### config.mk
export PLATFORM = sky130hd
export DESIGN_NAME = byte_stuffed_frame_deframer
export DESIGN_NICKNAME = d
export VERILOG_FILES = /design/src/bsfd_pkg.sv /design/src/byte_stuffed_frame_deframer.sv
export SDC_FILE = /design/constraint.sdc
export NUM_CORES = 1
export LEC_CHECK = 0
export BUFFER_PORTS_ARGS = -buffer_cell sky130_fd_sc_hd__buf_2
export CAP_MARGIN = 20
export CORE_ASPECT_RATIO = 1.2
export CORE_MARGIN = 2
export CORE_UTILIZATION = 40
export CTS_BUF_LIST = sky130_fd_sc_hd__clkbuf_8
export CTS_CLUSTER_SIZE = 30
export DETAILED_ROUTE_END_ITERATION = 8
export MAX_ROUTING_LAYER = met4
export PLACE_DENSITY = 0.68
export SKIP_CTS_REPAIR_TIMING = 1
export SLEW_MARGIN = 10
export SYNTH_ARGS = -nofsm -noshare
export SYNTH_HDL_FRONTEND = slang
export SYNTH_SLANG_ARGS = --single-unit
### constraint.sdc
create_clock -name clk_i -period 3.2 [get_ports clk_i]
set_input_delay 0.32 -clock clk_i [delete_from_list [all_inputs] [get_ports clk_i]]
set_output_delay 0.32 -clock clk_i [all_outputs]
set_load 0.05 [all_outputs]
### src/bsfd_pkg.sv
// Package for the byte-stuffed frame deframer.
// Holds the flag bytes, the status codes and the transaction structs.
// No dependencies.
package bsfd_pkg;

  localparam int unsigned MaxFrameBytesDef = 256;

  localparam logic [7:0] FlagExt  = 8'hF0;
  localparam logic [7:0] FlagStd  = 8'hF1;
  localparam logic [7:0] FlagStop = 8'hF2;
  localparam logic [7:0] FlagEsc  = 8'hF3;
  localparam logic [7:0] EscMask  = 8'h03;

  typedef enum logic [2:0] {
    ST_OK        = 3'd0,
    ST_BAD_CSUM  = 3'd1,
    ST_SHORT     = 3'd2,
    ST_OVERFLOW  = 3'd3,
    ST_NO_STOP   = 3'd4,
    ST_NO_START  = 3'd5
  } status_e;

  typedef struct packed {
    logic [7:0] byte_in;
    logic       buffer_last;
  } in_t;

  typedef struct packed {
    logic [7:0] data_byte;
    logic [7:0] byte_position;
    logic       is_end;
    status_e    frame_status;
    logic       is_extended;
  } out_t;

endpackage

### src/byte_stuffed_frame_deframer.sv
// Byte-stuffed frame deframer, top level.
// Hunts start flags, unstuffs escapes, checks the XOR checksum and reports status.
// Depends on bsfd_pkg.

// One raw byte is taken per clock while in_stall_o is low; its result, if
// any, appears in the output register on the next cycle.
// The throughput of one byte per cycle is set by the single pass of flag
// compares, checksum XOR and count update between the state registers and the
// output register. in_stall_o is high only while a result is held and stalled.
// A frame's content bytes come out one byte behind the input, as the last
// unstuffed byte is the checksum; each frame closes with one end transaction.
module byte_stuffed_frame_deframer
  import bsfd_pkg::*;
#(
  parameter int unsigned MAX_FRAME_BYTES = MaxFrameBytesDef
) (
  input  logic clk_i,
  input  logic rst_ni,
  input  logic in_valid_i,
  output logic in_stall_o,
  input  in_t  in_data_i,
  output logic out_valid_o,
  input  logic out_stall_i,
  output out_t out_data_o
);

  localparam int unsigned CntW = $clog2(MAX_FRAME_BYTES + 1);
  localparam logic [CntW-1:0] CntMax = CntW'(MAX_FRAME_BYTES);
  localparam logic [CntW-1:0] CntOne = CntW'(1);
  localparam logic [CntW-1:0] CntTwo = CntW'(2);
  localparam logic [CntW-1:0] CntFour = CntW'(4);

  logic            in_frame_q, in_frame_d;
  logic            frame_seen_q, frame_seen_d;
  logic            ext_q, ext_d;
  logic            esc_q, esc_d;
  logic [7:0]      xor_q, xor_d;
  logic [CntW-1:0] cnt_q, cnt_d;
  logic [7:0]      held_q, held_d;

  logic            out_valid_q;
  out_t            out_q;

  logic            accept;
  logic            res_v;
  out_t            res;
  logic [7:0]      ub;
  logic            have_ub;
  logic [CntW-1:0] cnt_m1;
  logic [CntW+7:0] pos_ext;

  assign in_stall_o  = out_valid_q && out_stall_i;
  assign accept      = in_valid_i && !in_stall_o;
  assign out_valid_o = out_valid_q;
  assign out_data_o  = out_q;

  assign cnt_m1  = cnt_q - CntOne;
  assign pos_ext = {8'd0, cnt_m1};

  always_comb begin
    in_frame_d   = in_frame_q;
    frame_seen_d = frame_seen_q;
    ext_d        = ext_q;
    esc_d        = esc_q;
    xor_d        = xor_q;
    cnt_d        = cnt_q;
    held_d       = held_q;
    res_v        = 1'b0;
    res          = '0;
    res.is_end   = 1'b1;
    res.is_extended = ext_q;
    ub           = in_data_i.byte_in;
    have_ub      = 1'b0;

    if (!in_frame_q) begin
      if (frame_seen_q) begin
        if (in_data_i.buffer_last) frame_seen_d = 1'b0;
      end else if (in_data_i.byte_in == FlagStd || in_data_i.byte_in == FlagExt) begin
        in_frame_d = 1'b1;
        ext_d      = (in_data_i.byte_in == FlagExt);
        esc_d      = 1'b0;
        xor_d      = '0;
        cnt_d      = '0;
        held_d     = '0;
        if (in_data_i.buffer_last) begin
          res_v            = 1'b1;
          res.frame_status = ST_NO_STOP;
          res.is_extended  = (in_data_i.byte_in == FlagExt);
          in_frame_d       = 1'b0;
        end
      end else if (in_data_i.buffer_last) begin
        res_v            = 1'b1;
        res.frame_status = ST_NO_START;
        res.is_extended  = 1'b0;
      end
    end else begin
      if (esc_q) begin
        ub      = FlagExt | (in_data_i.byte_in & EscMask);
        esc_d   = 1'b0;
        have_ub = 1'b1;
      end else if (in_data_i.byte_in == FlagStop) begin
        res_v = 1'b1;
        if (cnt_q < CntTwo) begin
          res.frame_status = ST_SHORT;
        end else if (held_q != xor_q) begin
          res.frame_status = ST_BAD_CSUM;
        end else if (ext_q && cnt_q < CntFour) begin
          res.frame_status = ST_SHORT;
        end else begin
          res.frame_status = ST_OK;
        end
        in_frame_d   = 1'b0;
        esc_d        = 1'b0;
        frame_seen_d = !in_data_i.buffer_last;
      end else if (in_data_i.byte_in == FlagEsc) begin
        if (in_data_i.buffer_last) begin
          res_v            = 1'b1;
          res.frame_status = ST_NO_STOP;
          in_frame_d       = 1'b0;
          esc_d            = 1'b0;
          frame_seen_d     = 1'b0;
        end else begin
          esc_d = 1'b1;
        end
      end else begin
        have_ub = 1'b1;
      end

      if (have_ub) begin
        if (cnt_q >= CntMax) begin
          res_v            = 1'b1;
          res.frame_status = ST_OVERFLOW;
          in_frame_d       = 1'b0;
          esc_d            = 1'b0;
          frame_seen_d     = !in_data_i.buffer_last;
        end else if (in_data_i.buffer_last) begin
          res_v            = 1'b1;
          res.frame_status = ST_NO_STOP;
          in_frame_d       = 1'b0;
          esc_d            = 1'b0;
          frame_seen_d     = 1'b0;
        end else begin
          if (cnt_q != '0) begin
            res_v             = 1'b1;
            res.is_end        = 1'b0;
            res.frame_status  = ST_OK;
            res.data_byte     = held_q;
            res.byte_position = pos_ext[7:0];
            xor_d             = xor_q ^ held_q;
          end
          held_d = ub;
          cnt_d  = cnt_q + CntOne;
        end
      end
    end
  end

  always_ff @(posedge clk_i or negedge rst_ni) begin
    if (!rst_ni) begin
      in_frame_q   <= 1'b0;
      frame_seen_q <= 1'b0;
      ext_q        <= 1'b0;
      esc_q        <= 1'b0;
      xor_q        <= '0;
      cnt_q        <= '0;
      held_q       <= '0;
    end else if (accept) begin
      in_frame_q   <= in_frame_d;
      frame_seen_q <= frame_seen_d;
      ext_q        <= ext_d;
      esc_q        <= esc_d;
      xor_q        <= xor_d;
      cnt_q        <= cnt_d;
      held_q       <= held_d;
    end
  end

  always_ff @(posedge clk_i or negedge rst_ni) begin
    if (!rst_ni) begin
      out_valid_q <= 1'b0;
    end else if (accept && res_v) begin
      out_valid_q <= 1'b1;
    end else if (!out_stall_i) begin
      out_valid_q <= 1'b0;
    end
  end

  always_ff @(posedge clk_i) begin
    if (accept && res_v) out_q <= res;
  end

`ifndef SYNTHESIS
  a_esc_in_frame: assert property (@(posedge clk_i) disable iff (!rst_ni)
    esc_q |-> in_frame_q) else $error("escape pending outside a frame");

  a_frame_seen_excl: assert property (@(posedge clk_i) disable iff (!rst_ni)
    !(in_frame_q && frame_seen_q)) else $error("in frame while skipping buffer");

  a_cnt_bound: assert property (@(posedge clk_i) disable iff (!rst_ni)
    cnt_q <= CntMax) else $error("unstuffed count beyond limit");

  a_content_status: assert property (@(posedge clk_i) disable iff (!rst_ni)
    (out_valid_q && !out_q.is_end) |-> (out_q.frame_status == ST_OK))
    else $error("content transaction with non-zero status");

  a_stall_hold: assert property (@(posedge clk_i) disable iff (!rst_ni)
    (out_valid_q && out_stall_i) |=> (out_valid_q && $stable(out_q)))
    else $error("stalled result lost or changed");
`endif

endmodule
# After elaboration in Yosys (flattened, before gate mapping)
# Cells that the tools add are included.
[totals]
regBits = 51
input_bits = 13
output_inout_bits = 23
elab_cells = 128
[classes]
n_addsub = 2
order_cmp = 3
n_eq_ne = 11
n_mux = 79
bitwise_logic = 5
reduce_logical = 15
[op_table]
columns = ["op", "n"]
rows = [
  ["8-bit two-way mux", 12],
  ["9-bit two-way mux", 6],
  ["1-bit two-way mux", 45],
  ["8-bit == test (second input constant)", 4],
  ["3-bit two-way mux", 8],
  ["20-bit two-way mux", 1],
  ["4-bit two-way mux", 4],
  ["9-bit by 1-bit adder with 9-bit output (second input constant)", 1],
  ["9-bit greater-or-equal comparator (second input constant)", 1],
  ["9-bit by 2-bit < comparator with 1-bit output (second input constant)", 1],
  ["9-bit by 3-bit < comparator with 1-bit output (second input constant)", 1],
  ["9-bit nonzero test", 1],
  ["8-bit != test", 1],
  ["8-bit by 1-bit subtractor with 8-bit output (second input constant)", 1],
  ["8-bit bitwise XOR", 1],
  ["7-bit AND reduction", 1],
  ["2-bit two-way mux", 3],
  ["2-bit by 1-bit != test with 1-bit output (second input constant)", 3],
  ["2-bit != test (second input constant)", 3],
  ["6-bit AND reduction", 1],
  ["5-bit OR reduction", 1],
  ["1-bit logical AND", 4],
  ["1-bit inverter", 4],
  ["4-bit AND reduction", 1],
  ["other kinds (5)", 6],
]

# Logic depth before layout (Yosys ltp)
[logic_depth]
depth_word = 12
ltp_mapped = 8
mapped_depth_nobuf = 6

# Least setup slack after synthesis
# Ideal clock, no wire load.
[synth_timing]
path_type = "register to register"
startpoint = "register cnt_q[0]"
endpoint = "register out_q, in the netlist out_data_o[0] (enable)"
setup_ns = 0.399
arrival_time_ns = 2.017
required_time_ns = 2.801
path_slack_ns = 0.784
stages_incl_launch_ff = 7
path_buffers = 0
synth_period_minus_slack_ns = 2.416
path_cell_list = "dfrtp_1 -> inv_1 -> ha_1 -> nand3_1 -> mux2_2 -> nor2_1 -> nor2_1"
[synth_between]
elab_chain_len = 7
word_cells_on_any_way = 8
cone_classes = "1 x order compare; 5 x mux; 2 x reduce/logical"
[synth_lines]
columns = ["element", "line", "source"]
rows = [
  ["start, declared", "byte_stuffed_frame_deframer.sv:38", "logic [CntW-1:0] cnt_q, cnt_d;"],
  ["start signal, assigned", "byte_stuffed_frame_deframer.sv:173", "cnt_q <= cnt_d;"],
  ["parallel branches: the longest is 3 deep, another holds 9-bit greater-or-equal comparator", "-", ""],
  ["1-bit two-way mux *", "byte_stuffed_frame_deframer.sv:130", "if (cnt_q >= CntMax) begin"],
  ["1-bit two-way mux *", "byte_stuffed_frame_deframer.sv:129", "if (have_ub) begin"],
  ["1-bit two-way mux *", "byte_stuffed_frame_deframer.sv:75", "if (!in_frame_q) begin"],
  ["1-bit logical AND *", "byte_stuffed_frame_deframer.sv:189", "if (accept && res_v) out_q <= res;"],
  ["end signal, assigned", "byte_stuffed_frame_deframer.sv:189", ""],
  ["end, declared", "byte_stuffed_frame_deframer.sv:42", "out_t out_q;"],
]
# Every way passes the cells marked *.
# A chain may end at the register's enable or synchronous reset.

# Final worst setup path
[layout_timing]
startpoint = "register in_frame_q"
endpoint = "register xor_q[4]"
[layout_between]
elab_chain_len = 2
word_cells_on_any_way = 8
cone_classes = "5 x eq/ne; 1 x mux; 2 x reduce/logical"
[layout_lines]
columns = ["element", "line", "source"]
rows = [
  ["start, declared", "byte_stuffed_frame_deframer.sv:33", "logic in_frame_q, in_frame_d;"],
  ["start signal, assigned", "byte_stuffed_frame_deframer.sv:168", "in_frame_q <= in_frame_d;"],
  ["2-bit by 1-bit != test with 1-bit output (no line) (tied with other cells)", "-", ""],
  ["7-bit AND reduction (no line)", "-", ""],
  ["end signal, assigned", "byte_stuffed_frame_deframer.sv:172", "xor_q <= xor_d;"],
  ["end, declared", "byte_stuffed_frame_deframer.sv:37", "logic [7:0] xor_q, xor_d;"],
]
# Parallel ways exist; a longest one is shown, timed or not.

==> impl_metrics.csv <==
group,metric,value,unit
layout,syn_to_final_growth,14.62,%
timing,setup_ws,0.7257,ns
yosys,synth_cells,262,
yosys,synthTopCellsByArea,"dfrtp_1 (29%), edfxtp_1 (24%), nand2_1 (6.0%)",
die,core,0.006326,mm²
critical_path,crit_slowest_cell,"dfrtp_1",
cts,insertion_delay,0.30,ns
yosys,synth.top_cell.area_share,0.2906,
detailed_routing,drt-total-wl,5188,µm
timing,period_needed,2.474,ns
job,maxCapViolCount,0,
yosys,synth_edf_count,21,
layout,nNetsFinal,310,
layout,n_fill_cell,623,
die,die_area,0.007121,mm²
critical_path,critPathTopFamily,"simple AND/OR/NAND/NOR gates",
layout,diodes,0,
cts,cts_sinks,51,
global_route,grt_pass1_vias,1836,
yosys,synth_top_flop_cell,"dfrtp_1",
cts,cts_root_buffer,"clkbuf_8",
power,combPwrFrac,0.078,
worst_hold_path,worstHoldPathType,"in2async",
power,p_int,1.047,mW
critical_path,worstPathMaxFanout,22,
yosys,syn_nets,278,
die,ios,36,
timing,setup_violations,0,
global_route,antenna_found_initial,0,
critical_path,max_stage_delay,0.65,ns
cts,clk_path_buf_depth,2,
critical_path,worst_ep_required_time,3.43,ns
die,start_util,0.4084,
power,power_density,451.8,mW/mm²
critical_path,path_cells,"nor3b_2 > o311ai_1 > a22o_1 > buf_4 > or4_1 > nand3_1",
power,max-vdd-ir-drop,0.2170,mV
timing,slew_headroom,0.3044,
critical_path,r2r-end,"xor_q[4]",
detailed_routing,viasPerCell,5.261,
placement,dp.final_hpwl,3662,µm
yosys,yosys_warnings,0,
global_route,grt_pass1_wl,8838,µm
detailed_routing,drc,0,
critical_path,reg2reg_from,"in_frame_q",
cts,htree_levels,2,
yosys,syn_avg_cell_area,9.862,µm²
yosys,ys_ff_latch,51,
critical_path,crit_buf_inv,1,
timing,worst_pin_slew,1.042,ns
global_route,grt_util_all_layers,0.1586,
detailed_routing,dr_total_vias,1999,
detailed_routing,routedWlPerCell,13.65,µm
yosys,synth_area_leader_cell,"dfrtp_1",
yosys,seq_area_frac_synth,0.5346,
power,p_clk_frac,0.380,
timing,grt_setup_unrepaired,"false",
timing,finalClockSkew,0.01035,ns
power,pwr-share-seq,0.542,
detailed_routing,firstDrtPassIters,4,
placement,gp_congestion,0.8542,
power,switching_share,0.2177,
critical_path,crit_arrival,2.70,ns
placement,io_buffer_count,35,
timing,finalHoldViolations,0,
timing,tns,0,ns
die,die_h,92.04,µm
layout,layout-drive-gt1-share,0.1797,
yosys,synthArstFlopShare,0.5882,
critical_path,start_kind,"register",
yosys,netlist_area,0.002584,mm²
critical_path,r2r_cells,6,
power,switching_power,0.2913,mW
die,rows,32,
die,die_w,77.37,µm
cts,path_clk_slew,0.09,ns
cts,cts_tree,"done",
timing,final_max_slew_viol_count,0,
critical_path,r2r_slack,0.73,ns
detailed_routing,drt_iter0_markers,130,
critical_path,endpoint_kind,"register",
global_route,grt_max_degree,31,
placement,dp_slack,0.6730,ns
yosys,yosysUniqueCellTypes,42,
power,p_leak,1.204,nW
timing,max_freq,404.2,MHz
outcome,status,"finished clean",
detailed_routing,ant_nets,0,
global_route,grt_overflow_total,0,
timing,final.period_utilization,0.7732,
cts,cts_made_buffers,5,
critical_path,critPathKind,"reg2reg",
[power by group through the flow]
stage / combinational (mW) / clock [mW] / sequential, mW
CTS: 0.106 / 0.524 / 0.725
global placement: 0.103 / 0 / 0.737
finish: 0.104 / 0.509 / 0.725
detailed placement: 0.105 / 0 / 0.739
floorplan: 0.0472 / 0 / 0.759
global route: 0.116 / 0.546 / 0.729
[how the worst max path moves through the flow]
stage | startpoint | endpoint | cells past startpoint
after floorplan | cnt_q[0] | out_data_o[0] | 6
after global placement | in_data_i[4] | out_data_o[10] | 6
after detailed placement | in_data_i[4] | out_data_o[10] | 6
after CTS | in_frame_q | xor_q[4] | 6
after global routing | in_frame_q | xor_q[5] | 6
final | in_frame_q | xor_q[4] | 6
[layer usage]
metal | wire, µm | vias to the layer above | GRT usage
met3 | 252 | 2 | 0.02362
met2 | 2520 | 53 | 0.2536
met1 | 2372 | 937 | 0.2114
li1 | - | 1007 | -
met4 | 43 | 0 | 0.04464
met5 | 0 | - | -
[state kept, by name (all words and copies together) (netlist names), 8 cells and up]
signal and count:
cnt_q 9, held_q 8, out_data_o 21, xor_q 8
[area by class of cell]
| type | instances | area [µm²] | area share |
|---|---|---|---|
| Inverter | 7 | 26.28 | 0.008872 |
| Tap cell | 85 | 106.4 | 0.03591 |
| Clock inverter | 3 | 63.81 | 0.02155 |
| Multi-Input combinational cell | 190 | 1110 | 0.3747 |
| Timing Repair Buffer | 39 | 205.2 | 0.06929 |
| Sequential cell | 51 | 1381 | 0.4664 |
| Clock buffer | 5 | 68.82 | 0.02324 |
[synth_stat cells (all sizes together), types with 2 or more instances]
cell type and count:
nand2 41, dfrtp 30, o21ai 26, edfxtp 21
nand3 21, nor2 14, a21oi 10, and2 10
buf 10, xnor2 10, or4 9, inv 7
or3 7, o31ai 5, clkbuf 4, nand4 4
nor4 4, ha 3, and3 2, mux2 2
nand3b 2, nand4b 2, nor3 2, o21a 2
xor2 2
[per-stage QoR]
step           total power [mW]  cells  hold WS [ns]  area, µm²  utilization
6_report                  1.338    380       0.05964       2962       0.4682
5_1_grt                   1.391    380       0.09683       2962       0.4682
4_1_cts                   1.354    380       0.07009       2962       0.4682
3_5_place_dp             0.8436    372        0.4030       2829       0.4472
3_3_place_gp             0.8407    372        0.4028       2829       0.4472
2_1_floorplan            0.8062    262       0.02441       2584            -
[placed cells by master, fill, tap and decap left out, drive strengths merged, types with 3 or more instances in the layout]
| cell | instances |
|---|---|
| nand3 | 21 |
| and2 | 10 |
| xnor2 | 10 |
| nor2 | 14 |
| o21ai | 26 |
| nor4 | 4 |
| o31ai | 5 |
| inv | 8 |
| ha | 3 |
| nand4 | 4 |
| buf | 39 |
| nand2 | 41 |
| or4 | 9 |
| dfrtp | 30 |
| or3 | 7 |
| a21oi | 10 |
| edfxtp | 21 |
| clkbuf | 5 |
[cell families after synthesis]
kind of cell	count (synthesis)	share of synthesized area
and+or+nand+nor	123	0.2508
DFF	51	0.5346
AOI/OAI and AO/OA	50	0.1138
buffers and inverters	21	0.03680
xor gates and xnor gates	12	0.04068
adders and majority gates	3	0.01453
muxes	2	0.008716
No activity file was read; power rests on OpenSTA's default activity.
